[src/sv/imu_complementary_orientation_assert.svh]
// Assertion macros for the orientation block
`ifndef IMU_COMPLEMENTARY_ORIENTATION_ASSERT_SVH
`define IMU_COMPLEMENTARY_ORIENTATION_ASSERT_SVH

// condition implies expression in the same cycle
`define ICO_ASSERT_SAME(label, cond, expr) \
  label: assert property (@(posedge clk) disable iff (rst) (cond) |-> (expr)) \
    else $error("ico check failed");

// condition implies expression in the next cycle
`define ICO_ASSERT_NEXT(label, cond, expr) \
  label: assert property (@(posedge clk) disable iff (rst) (cond) |=> (expr)) \
    else $error("ico check failed");

`endif

[src/sv/ico_pkg.sv]
package ico_pkg;

  localparam int CORDIC_STEPS_DEF    = 16;
  localparam int ANGLE_FRAC_BITS_DEF = 16;
  localparam int REG_IDX_W = 3;
  localparam logic [15:0] BLEND_WEIGHT_RST = 16'd62259;

  localparam logic [REG_IDX_W-1:0] REG_GYRO_OFFSET_X  = 3'd0;
  localparam logic [REG_IDX_W-1:0] REG_GYRO_OFFSET_Y  = 3'd1;
  localparam logic [REG_IDX_W-1:0] REG_GYRO_OFFSET_Z  = 3'd2;
  localparam logic [REG_IDX_W-1:0] REG_ACCEL_OFFSET_X = 3'd3;
  localparam logic [REG_IDX_W-1:0] REG_ACCEL_OFFSET_Y = 3'd4;
  localparam logic [REG_IDX_W-1:0] REG_ACCEL_OFFSET_Z = 3'd5;
  localparam logic [REG_IDX_W-1:0] REG_BLEND_WEIGHT   = 3'd6;

  typedef struct packed {
    logic signed [15:0] gyro_raw_x;
    logic signed [15:0] gyro_raw_y;
    logic signed [15:0] gyro_raw_z;
    logic signed [15:0] accel_raw_x;
    logic signed [15:0] accel_raw_y;
    logic signed [15:0] accel_raw_z;
    logic [15:0]        elapsed_ms;
  } in_item_t;

  typedef struct packed {
    logic signed [31:0] pitch_deg;
    logic signed [31:0] roll_deg;
    logic signed [31:0] yaw_deg;
  } out_item_t;

  typedef struct packed {
    logic signed [15:0] gx;
    logic signed [15:0] gy;
    logic signed [15:0] gz;
    logic signed [15:0] ax;
    logic signed [15:0] ay;
    logic signed [15:0] az;
    logic [15:0]        ms;
  } diff_t;

  typedef struct packed {
    logic [15:0] gyro_x;
    logic [15:0] gyro_y;
    logic [15:0] gyro_z;
    logic [15:0] accel_x;
    logic [15:0] accel_y;
    logic [15:0] accel_z;
  } offsets_t;

  function automatic logic signed [31:0] sat32(input logic signed [63:0] v);
    logic signed [31:0] r;
    if (v > 64'sd2147483647) r = 32'sh7fffffff;
    else if (v < -64'sd2147483648) r = 32'sh80000000;
    else r = v[31:0];
    return r;
  endfunction

  // atan(2^-i) in degrees, Q24, rounded half up to frac fraction bits
  function automatic logic [31:0] atan_entry(input logic [4:0] i, input int frac);
    logic [32:0] t;
    int s;
    s = 24 - frac;
    unique case (i)
      5'd0:  t = 33'd754974720;
      5'd1:  t = 33'd445687602;
      5'd2:  t = 33'd235489088;
      5'd3:  t = 33'd119537938;
      5'd4:  t = 33'd60000934;
      5'd5:  t = 33'd30029717;
      5'd6:  t = 33'd15018523;
      5'd7:  t = 33'd7509720;
      5'd8:  t = 33'd3754917;
      5'd9:  t = 33'd1877466;
      5'd10: t = 33'd938734;
      5'd11: t = 33'd469367;
      5'd12: t = 33'd234684;
      5'd13: t = 33'd117342;
      5'd14: t = 33'd58671;
      5'd15: t = 33'd29335;
      5'd16: t = 33'd14668;
      5'd17: t = 33'd7334;
      5'd18: t = 33'd3667;
      5'd19: t = 33'd1833;
      5'd20: t = 33'd917;
      5'd21: t = 33'd458;
      5'd22: t = 33'd229;
      5'd23: t = 33'd115;
      default: t = 33'd0;
    endcase
    if (s > 0) t = (t + (33'd1 << (s - 1))) >> s;
    return t[31:0];
  endfunction

endpackage

[src/sv/ico_front.sv]
module ico_front (
  input  logic                clk,
  input  logic                rst,
  input  logic                in_valid,
  output logic                in_stall,
  input  ico_pkg::in_item_t   in_data,
  input  ico_pkg::offsets_t   offs,
  output logic                q_valid,
  output ico_pkg::diff_t      q_data,
  input  logic                q_pop
);

  ico_pkg::diff_t fifo [2];
  logic       wr_ptr;
  logic       rd_ptr;
  logic [1:0] count;
  logic       push;
  ico_pkg::diff_t item;

  assign in_stall = (count == 2'd2);
  assign push     = in_valid && !in_stall;
  assign q_valid  = (count != 2'd0);
  assign q_data   = fifo[rd_ptr];

  // offsets wrap to 16 bits
  always_comb begin
    item.gx = in_data.gyro_raw_x - offs.gyro_x;
    item.gy = in_data.gyro_raw_y - offs.gyro_y;
    item.gz = in_data.gyro_raw_z - offs.gyro_z;
    item.ax = in_data.accel_raw_x - offs.accel_x;
    item.ay = in_data.accel_raw_y - offs.accel_y;
    item.az = in_data.accel_raw_z - offs.accel_z;
    item.ms = in_data.elapsed_ms;
  end

  always_ff @(posedge clk) begin
    if (push) fifo[wr_ptr] <= item;
  end

  always_ff @(posedge clk) begin
    if (rst) begin
      wr_ptr <= 1'b0;
      rd_ptr <= 1'b0;
      count  <= 2'd0;
    end else begin
      if (push) wr_ptr <= !wr_ptr;
      if (q_pop) rd_ptr <= !rd_ptr;
      unique case ({push, q_pop})
        2'b10:   count <= count + 2'd1;
        2'b01:   count <= count - 2'd1;
        default: count <= count;
      endcase
    end
  end

endmodule

[config.mk]
export PLATFORM = sky130hd
export DESIGN_NAME = ico_front
export DESIGN_NICKNAME = d
export VERILOG_FILES = /design/src/sv/imu_complementary_orientation_assert.svh /design/src/sv/ico_pkg.sv /design/src/sv/ico_front.sv
export SDC_FILE = /design/constraint.sdc
export NUM_CORES = 1
export LEC_CHECK = 0
export ABC_AREA = 0
export BUFFER_PORTS_ARGS = -buffer_cell sky130_fd_sc_hd__buf_2
export CORE_UTILIZATION = 49
export DETAILED_ROUTE_END_ITERATION = 8
export GPL_ROUTABILITY_DRIVEN = 0
export PLACE_DENSITY = 0.87
export SLEW_MARGIN = 20
export SYNTH_ARGS = -nofsm -noshare
export SYNTH_HDL_FRONTEND = slang
export SYNTH_SLANG_ARGS = --single-unit
[constraint.sdc]
create_clock -name clk -period 7.9 [get_ports clk]
set_clock_uncertainty 0.15 [all_clocks]
set_input_delay 2.37 -clock clk [delete_from_list [all_inputs] [get_ports clk]]
set_output_delay 2.37 -clock clk [all_outputs]
set_load 0.03 [all_outputs]
Word-level counts from Yosys, hierarchy flattened
Memory sizes are Yosys's and may differ from the RTL's. A register that Yosys moved wholly into a read port is not among the register bits.
Index checks and enable logic that the tools add are counted.
Widths: inputs -> output; s select.
- logic and storage cells: 26
- bits in registers: 4
- output and inout bits: 114
- memories kept: 1
- bits in writable memories: 224
- input bits: 212
- memories (name ; words ; width ; rd ports ; clocked after memory_dff ; write ports ; RTL line ; text):
    fifo ; 2 ; 112 ; 1 ; 1 ; 1 ; ico_front.sv:13 ; ico_pkg::diff_t fifo [2];
- multiplexer cells: 5
- add/subtract/negate cells: 8
- eq/ne operators: 3
- reductions and logical operators: 6
- operators with widths (cell ; number):
    $sub 16x16->16 ; 6
    $eq 2x2->1 const B ; 2
    $mux 1 ; 4
    $pmux 2 s2 ; 1
    $reduce_bool 2->1 ; 2
    $logic_not 1->1 ; 3
    $add 2x1->2 const B ; 1
    $eq 2x1->1 const B ; 1
    $sub 2x1->2 const B ; 1
    $logic_and 1x1->1 ; 1

Longest topological paths before layout
Gate-level depths: netlist of run 1.
- depth in word-level cells: 5
- gate-level depth with buffers: 9
- mapped depth without buffers: 9

Least setup slack after synthesis of run 1
OpenSTA, ideal clock, no wires.
- path type: input port to flip-flop
- from: input in_valid
- to: memory fifo[0][0] (netlist name) (enable)
- buffers on the path: 0
- stages on the path: 2
- slack: 47 ps
- arrival time: 7119 ps
- setup time: 584 ps
- data required time: 7166 ps
- cells stage by stage: nand2_1 > nor2_1
- cells in the longest elaborated chain, start to end: 3
- ends and longest elaborated chain (item ; RTL line ; text):
    from (decl) ; ico_front.sv:4 ; input logic in_valid,
    $logic_and 1x1->1 ; ico_front.sv:21 ; assign push = in_valid && !in_stall;
    $mux 1 ; ico_front.sv:37 ; if (push) fifo[wr_ptr] <= item;
    $mux 1 (not written as such) ; ico_front.sv:37 ;
    to (decl) ; ico_front.sv:13 ;
No other way between the ends.

==> results_dict.tcl, run 1 <==
set metrics [dict create \
    synthesis.nets 1366 \
    combPwrFrac_pct 26.8 \
    gr-total-overflow 0 \
    vias_per_cell 5.381 \
    worst_slack_ns 2.539 \
    critPathBufInv 2 \
    dp_hpwl_microns 21670 \
    drtPass1Iterations 4 \
    nets 1706 \
    io_pins 326 \
    synth_top_area_share_pct 52.15 \
    dieArea_sq_um 26970 \
    fin_cells 1756 \
    htree_levels 1 \
    maxSlewViolCount 0 \
    max_slew_margin_pct 39.48 \
    clkTransAtPathRegs_ns 0.06 \
    die_h_microns 164.2 \
    synth_edf_count 224 \
    area_growth_syn_to_layout_pct 22.66 \
    postCtsSetupRepairBufs 0 \
    fin_area_sq_um 15820 \
    synth_top_area_cell "edfxtp_1" \
    holdPathEnd "count[1]" \
    crit_slowest_cell "dfxtp_4" \
    drive_gt1_share_pct 34.63 \
    p_total_mw 3.913 \
    seqPwrFrac_pct 41.8 \
    grt_max_degree 66 \
    netlist_instances 1057 \
    worstSetupPathType "reg -> out" \
    internal_power_mw 2.731 \
    synthFlopType "edfxtp_1" \
    synth.area.top_cells "edfxtp_1, mux2_2, ha_1, xnor2_1, inv_1" \
    netlist_area_sq_um 12900 \
    p_leak_nw 6.851 \
    ctsHoldBuffers 0 \
    cts_buffers 24 \
    hold_ws_ns 0.3915 \
    fillers 1998 \
    post-route-period-util_pct 67.86 \
    grt_pass1_wl_microns 45240 \
    die_w_microns 164.2 \
    dpl_worst_slack_ns 3.052 \
    cts_root_buf "clkbuf_16" \
    setup_viol 0 \
    num_vias 9449 \
    switchingPower_mw 1.182 \
    multi_input_area_sq_um 5558 \
    track_usage_pct 21.18 \
    drv_cap 0 \
    placed_area_sq_um 14930 \
    ff2ff_setup_slack_ns 5.27 \
    max_freq_ghz 0.1865 \
    core_sq_um 25910 \
    drtIter0Drc 499 \
    p_clk_share_pct 31.4 \
    portBuffers 325 \
    ys_types 58 \
    hold_viol_final 0 \
    worstPathMaxFanout 57 \
    ant_nets 0 \
    min_period_ns 5.361 \
    min_from "count[1]" \
    ys_seq_elements 229 \
    ff_latch_area_sq_um 6830 \
    r2r-end "fifo[1][62]" \
    drc 0 \
    clk_latency_ns 0.51 \
    async_flop_share_pct 0 \
    switching_share_pct 30.21 \
    r2r-start "count[0]" \
    crit_chain "buf_4 -> mux2_2 -> buf_2" \
    cp-end-kind "primary output" \
    grt_setup_unrepaired "false" \
    hold_path_depth 2 \
    setup_tns_ns 0 \
    postSynthAreaPerCell_sq_um 12.20 \
    fin_util_pct 61.06 \
    yosysSeqAreaShare_pct 52.93 \
    yosysWarnings 0 \
    first_global_vias 9556 \
    placed_cells 1706 \
    clock_sinks 229 \
    grt_antenna_before_repair 6 \
    initial_core_util_pct 49.78 \
    cts_tree "yes" \
    startpoint_type "flop" \
    rr_worst_depth 3 \
    hp-class "reg -> reg" \
    ctsResizeCount 0 \
    critPathRequiredTime_ns 5.38 \
    cts_buffer_depth 3 \
    ir_drop_v 0.0001784 \
    wl_per_cell_microns 16.61 \
    crit_arrival_ns 2.84 \
    wirelength_microns 29180 \
    num_rows 59 \
    status "finished, final reports clean" \
    p_per_area_nw_per_um2 247.3 \
    cp_top_family "buffers and inverters" \
    slowest_delay_ns 0.84 \
    tightest_slew_ns 0.9078 \
]
==> state kept, by name (all words and copies together) (netlist names), named ones only <==
signal / cells
wr_ptr: 1
fifo: 224
rd_ptr: 1
count: 2
==> area by class of cell <==
| type | instances | share of cell area (%) |
|---|---|---|
| clock buffer | 28 | 3.954 |
| multi-input combinational | 690 | 35.13 |
| inverter | 123 | 2.918 |
| clock inverter | 16 | 1.606 |
| timing repair buffer | 329 | 10.47 |
| tap | 335 | 2.649 |
| sequential | 229 | 43.17 |
| antenna | 6 | 0.09491 |
==> power by group through the flow <==
stage,Combinational [mW],Clock (mW),Sequential [mW]
after floorplan,0.765,0,1.64
after global routing,1.14,1.30,1.65
final,1.05,1.23,1.63
after detailed placement,1.04,0,1.66
after CTS,1.05,1.25,1.64
after global placement,1.01,0,1.66
==> cells in the final DEF (no fill, tap or decap), drive strengths merged, types with 12 or more instances in the layout <==
cell,instances
buf,329
clkbuf,28
nand2b,16
inv,124
xnor2,59
nor3,12
xor2,26
o21ai,34
nand2,47
a21oi,59
nor2,73
mux2,113
nand3,15
edfxtp,224
o21a,13
a21o,21
ha,91
a211oi,17
==> kinds of logic (layout without fill, tap and decap cells) <==
logic type / count (synthesis) / count (layout) / synth area share, %
buffers and inverters: 138 / 496 / 4.074
AO/OA/AOI/OAI: 193 / 193 / 10.13
adder cells (fa/ha/maj): 97 / 97 / 9.759
other: 0 / 6 / 0
AND/OR/NAND/NOR: 198 / 198 / 7.160
flip-flops: 229 / 229 / 52.93
XOR/XNOR: 85 / 85 / 5.772
multiplexers: 117 / 117 / 10.18
==> worst max path at each step <==
stage	start	to	slack, ns	cells past startpoint
after global routing	flop	q_data[110]	2.39	3
after CTS	flop	q_data[110]	2.51	3
after detailed placement	flop	q_data[110]	3.05	3
after floorplan	in_valid	fifo[0][0]	0.05	2
after global placement	flop	q_data[33]	3.14	3
final	flop	q_data[110]	2.54	3
==> Yosys cell counts, types with 7 or more instances <==
master    number
xnor2_1       59
a211o_1        7
a211oi_1      16
a21o_1        21
inv_1        123
edfxtp_1     224
o21ai_1       18
a21oi_1       59
mux2_2       112
nand2b_1      16
nor2b_1       11
nand2_1       47
nor3_1        12
o21ai_0       16
xor2_1        26
o21a_1        13
nand3_1       15
nor2_1        72
ha_1          91
clkbuf_1      11
==> tightest hold or removal path, cell delays in order, from the launching register on <==
cell     delay (ns)
dfxtp_1        0.33
o21ai_0        0.09
a21oi_1        0.07
==> per-layer routing <==
metal  part of all wire (%)  wire length [microns]  global-route usage [%]  vias to the layer above
met2                     50                  14500                   36.48                      360
li1                       -                      -                       -                     4539
met3                    6.2                   1803                   4.141                       99
met1                     39                  11390                   24.60                     4447
met5                  0.086                     25                       0                        -
met4                    5.0                   1455                   11.99                        4
Note: power is estimated with default switching activity, not from simulation.
==> run 2, diff against run 1 <==
==> constraint.sdc (replaced) <==
create_clock -name clk -period 4.5 [get_ports clk]
set_clock_uncertainty 0.15 [all_clocks]
set_input_delay 1.35 -clock clk [delete_from_list [all_inputs] [get_ports clk]]
set_output_delay 1.35 -clock clk [all_outputs]
set_load 0.03 [all_outputs]
==> run 2 against run 1 <==
Largest power group unchanged. Via count fell by 1.0%. Highest routed layer unchanged. Final cell count decreased by 0.17%. Critical path type unchanged. Final area is 0.13% higher. Clock power grew 68%.
==> results_dict.tcl, run 2 (same netlist as run 1, synthesis figures left out) <==
set metrics [dict create \
    grt_antenna_before_repair 4 \
    ir_drop_v 0.0002852 \
    crit_slowest_cell "dfxtp_4" \
    maxSlewViolCount 0 \
    reg_top3 "fifo (224), count (2)" \
    slowest_delay_ns 0.75 \
    max_slew_margin_pct 58.08 \
    post-route-period-util_pct 83.17 \
    rr_worst_depth 3 \
    die_w_microns 164.2 \
    p_total_mw 6.792 \
    setup_tns_ns 0 \
    cts_buffer_depth 3 \
    grt_pass1_wl_microns 43430 \
    cp-end-kind "primary output" \
    fin_util_pct 61.14 \
    clk_latency_ns 0.50 \
    critPathRequiredTime_ns 3.00 \
    drive_gt1_share_pct 34.79 \
    crit_chain "buf_12 -> mux2_2 -> buf_2" \
    nets 1708 \
    p_per_area_nw_per_um2 428.7 \
    htree_levels 1 \
    drc 0 \
    ctsHoldBuffers 0 \
    core_sq_um 25910 \
    initial_core_util_pct 49.78 \
    hp-class "reg -> reg" \
    cts_tree "yes" \
    track_usage_pct 20.23 \
    drtPass1Iterations 5 \
    drv_cap 0 \
    worstPathMaxFanout 51 \
    portBuffers 325 \
    area_growth_syn_to_layout_pct 22.83 \
    dieArea_sq_um 26970 \
    startpoint_type "flop" \
    fillers 1962 \
    p_leak_nw 6.861 \
    wirelength_microns 28210 \
    die_h_microns 164.2 \
    worst_slack_ns 0.7574 \
    cp_top_family "flip-flops" \
    largest_reg_flops 224 \
    num_vias 9354 \
    placed_area_sq_um 14990 \
    ctsResizeCount 0 \
    status "finished, final reports clean" \
    ant_nets 0 \
    worstSetupPathType "reg -> out" \
    grt_max_degree 81 \
    wl_per_cell_microns 16.09 \
    mostFrequentLayoutCell "buf_2" \
    max_freq_ghz 0.2672 \
    clkTransAtPathRegs_ns 0.06 \
    num_rows 59 \
    tightest_slew_ns 0.6288 \
    clock_sinks 229 \
    top_register "fifo" \
    gr-total-overflow 0 \
    grt_setup_unrepaired "false" \
    crit_arrival_ns 2.24 \
    cts_buffers 24 \
    first_global_vias 9330 \
    cts_root_buf "clkbuf_16" \
    min_period_ns 3.743 \
    placed_cells 1708 \
    critPathBufInv 2 \
    drtIter0Drc 471 \
    postCtsSetupRepairBufs 0 \
    hold_path_depth 2 \
    hold_ws_ns 0.3561 \
    setup_viol 0 \
    dpl_worst_slack_ns 0.7674 \
    io_pins 326 \
    dp_hpwl_microns 21510 \
    hold_viol_final 0 \
    cp_num_cells 3 \
    fin_cells 1753 \
    fin_area_sq_um 15840 \
    vias_per_cell 5.336 \
    most-common-layout-cells "buf_2, edfxtp_1, inv_1" \
]
[run 2: changes by cell type in the layout (fill, tap and decap cells not counted), sizes merged]
cell / delta
clkbuf: +2
bufinv: -2
buf: +2
diode: -5
clkinvlp: +1
clkinv: -1
[run 2: cell type report]
cell class              instances  area, sq um  area share [%]
clock buffers                  30        664.4           4.194
repair buffers                331         1722           10.87
well taps                     335        419.2           2.646
multi-input cells             690         5558           35.08
diodes                          1        2.502         0.01580
inverters                     123        461.7           2.914
clock inverters                14        183.9           1.161
flip-flops and latches        229         6830           43.12
[run 2: final timing paths]
path	startpoint	to	slack (ns)
worst max-delay path	flop	q_data[49]	0.76
worst min-delay path	rd_ptr	flop	0.36
worst max register to register	count[0]	fifo[1][58]	2.35
worst min register to register	rd_ptr	flop	0.36
[run 2: report_power, final]
part / switching [mW] / internal, mW
logic: 1.19 / 0.699
clock network: 0.786 / 1.28
registers: 0.0799 / 2.76
[run 2: routing by layer]
metal  wire length (microns)  global-route usage [%]
met4                    1412                   10.77
met1                   10700                   22.41
met3                    1813                   4.040
met2                   14240                   36.36
met5                      45                       0
[run 2: worst min-delay path: cells and delay by family (launching register included)]
| family | cells | cell delay (ns) |
|---|---|---|
| xor+xnor | 1 | 0.08 |
| flops | 1 | 0.32 |
| simple gates | 1 | 0.07 |
==> run 3, diff against run 2 <==
--- a/config.mk
+++ b/config.mk
@@ -5,12 +5,12 @@
 export SDC_FILE = /design/constraint.sdc
 export NUM_CORES = 1
 export LEC_CHECK = 0
-export ABC_AREA = 0
+export ABC_AREA = 1
 export BUFFER_PORTS_ARGS = -buffer_cell sky130_fd_sc_hd__buf_2
-export CORE_UTILIZATION = 49
+export CORE_UTILIZATION = 55
 export DETAILED_ROUTE_END_ITERATION = 8
 export GPL_ROUTABILITY_DRIVEN = 0
-export PLACE_DENSITY = 0.87
+export PLACE_DENSITY = 0.91
 export SLEW_MARGIN = 20
 export SYNTH_ARGS = -nofsm -noshare
 export SYNTH_HDL_FRONTEND = slang
==> constraint.sdc (replaced) <==
create_clock -name clk -period 3.67 [get_ports clk]
set_clock_uncertainty 0.15 [all_clocks]
set_input_delay 1.101 -clock clk [delete_from_list [all_inputs] [get_ports clk]]
set_output_delay 1.101 -clock clk [all_outputs]
set_load 0.03 [all_outputs]
==> run 3 against run 2 <==
Setup slack lost 0.48 ns. Die area decreased by 2.8%. Combinational power increased by 15%. Critical path depth is the same. Register-to-register slack worse by 0.51 ns. Via count rose by 25%. Clock power increased by 33%. Power up 22%. Area after synthesis up 9.1%. Synthesized cell count is 46% higher. Sequential power is 18% higher. Non-clock buffer count unchanged.
==> results_dict.tcl, run 3 <==
set metrics [dict create \
    htree_levels 1 \
    p_total_mw 8.296 \
    seqPwrFrac_pct 40.4 \
    max_freq_ghz 0.2946 \
    ctsResizeCount 0 \
    die_w_microns 161.9 \
    worstPathMaxFanout 41 \
    min_from "count[1]" \
    ys_types 23 \
    crit_arrival_ns 2.14 \
    p_clk_share_pct 33.3 \
    clkTransAtPathRegs_ns 0.06 \
    num_vias 11730 \
    largest_reg_flops 224 \
    tightest_slew_ns 0.7194 \
    crit_chain "buf_12 -> mux2_2 -> buf_2" \
    dpl_worst_slack_ns 0.7646 \
    clk_latency_ns 0.52 \
    cts_buffer_depth 3 \
    synth.area.top_cells "edfxtp_1, nand2_1, inv_1, mux2_2, ha_1" \
    combPwrFrac_pct 26.3 \
    core_sq_um 25110 \
    io_pins 326 \
    most-common-layout-cells "nand2_1, inv_1, buf_2" \
    maxSlewViolCount 0 \
    nets 2200 \
    setup_viol 0 \
    hp-class "reg -> reg" \
    synth-simple-area-share_pct 18.38 \
    drive_gt1_share_pct 25.71 \
    cts_root_buf "clkbuf_16" \
    p_leak_nw 8.770 \
    yosysSeqAreaShare_pct 48.54 \
    synth_top_family_by_area "simple AND/OR/NAND/NOR gates" \
    drc 0 \
    cp-end-kind "primary output" \
    synth_top_area_cell "edfxtp_1" \
    top_register "fifo" \
    cts_tree "yes" \
    netlist_instances 1544 \
    synthesis.nets 1853 \
    cts_buffers 26 \
    switchingPower_mw 2.556 \
    post-route-period-util_pct 92.50 \
    grt_max_degree 113 \
    drtIter0Drc 719 \
    cp_top_family "flip-flops" \
    area_growth_syn_to_layout_pct 21.21 \
    drv_cap 0 \
    grt_pass1_wl_microns 52990 \
    track_usage_pct 25.20 \
    portBuffers 325 \
    internal_power_mw 5.740 \
    synth_compound_area_share_pct 2.322 \
    muxShareOfSynthArea_pct 8.967 \
    grt_antenna_before_repair 5 \
    p_per_area_nw_per_um2 486.6 \
    netlist_area_sq_um 14060 \
    min_period_ns 3.395 \
    gr-total-overflow 0 \
    synthXorXnorAreaFrac_pct 3.051 \
    postCtsSetupRepairBufs 0 \
    ctsHoldBuffers 0 \
    wl_per_cell_microns 15.01 \
    ir_drop_v 0.0004763 \
    critPathRequiredTime_ns 2.42 \
    yosysWarnings 0 \
    dieArea_sq_um 26220 \
    initial_core_util_pct 56.01 \
    synthFlopType "edfxtp_1" \
    max_slew_margin_pct 52.04 \
    first_global_vias 11650 \
    startpoint_type "flop" \
    synth_most_common_cell "nand2_1" \
    setup_tns_ns 0 \
    dp_hpwl_microns 24520 \
    worstSetupPathType "reg -> out" \
    worst_slack_ns 0.2753 \
    slowest_delay_ns 0.69 \
    status "finished, final reports clean" \
    fin_util_pct 67.89 \
    ant_nets 0 \
    crit_slowest_cell "dfxtp_4" \
    wirelength_microns 33670 \
    ys_seq_elements 229 \
    synth_edf_count 224 \
    num_rows 58 \
    synth_top_area_share_pct 47.82 \
    die_h_microns 161.9 \
    hold_ws_ns 0.3739 \
    mostFrequentLayoutCell "nand2_1" \
    async_flop_share_pct 0 \
    clock_sinks 229 \
    r2r-start "count[1]" \
    vias_per_cell 5.228 \
    grt_setup_unrepaired "false" \
    critPathBufInv 2 \
    drtPass1Iterations 7 \
    synthTopCellsByCount "nand2_1, inv_1, edfxtp_1" \
    switching_share_pct 30.81 \
    postSynthAreaPerCell_sq_um 9.109 \
    hold_viol_final 0 \
    reg_top3 "fifo (224), count (2)" \
    synth-adder-area-share_pct 8.949 \
]
-- run 3: final cells by class --
class	count	area [sq um]
clock buffers	32	744.5
clock inverters	15	190.2
inverters	337	1265
diodes	3	7.507
fillers	1789	8061
multi-input cells	966	5876
flip-flops and latches	229	6830
well taps	330	412.9
repair buffers	331	1722
-- run 3: cells by family after synthesis --
group | Yosys count
simple gates | 644
xor+xnor | 49
fa+ha+maj | 97
mux | 112
flops | 229
compound gates | 64
buf+inv | 349
-- run 3: worst paths after layout --
check	end	slack (ns)	depth (start not counted)
worst min register to register	count[1]	0.37	2
worst max register to register	fifo[1][100]	1.84	4
worst max-delay path	q_data[7]	0.28	3
worst min-delay path	count[1]	0.37	2
-- run 3: worst register-to-register path, stage by stage (launching register included) --
cell and delay [ns]:
dfxtp_1 0.31, inv_1 0.12, o21ai_2 0.12, nor2_4 0.13
buf_4 0.60
-- run 3: power by group through the flow --
stage / clock, mW / sequential, mW / combinational (mW)
3_3_place_gp: 0 / 3.39 / 2.06
5_1_grt: 2.90 / 3.38 / 2.36
6_report: 2.76 / 3.35 / 2.18
3_5_place_dp: 0 / 3.41 / 2.14
4_1_cts: 2.80 / 3.36 / 2.17
2_1_floorplan: 0 / 3.37 / 1.55
-- run 3: metal layers --
metal / up-vias / part of all wire [%] / GRT usage [%] / wire [microns]
met5: - / 0.080 / 0 / 27
met4: 4 / 4.8 / 12.69 / 1620
met3: 142 / 8.1 / 5.260 / 2732
met2: 600 / 51 / 47.27 / 17310
met1: 5329 / 36 / 26.45 / 11980
li1: 5652 / - / - / -
-- run 3: metrics by stage --
step | instances | area [sq um]
after floorplan | 1544 | 14080
after global placement | 2193 | 16110
after detailed placement | 2193 | 16110
after CTS | 2240 | 17040
after global routing | 2241 | 17040
final | 2243 | 17050
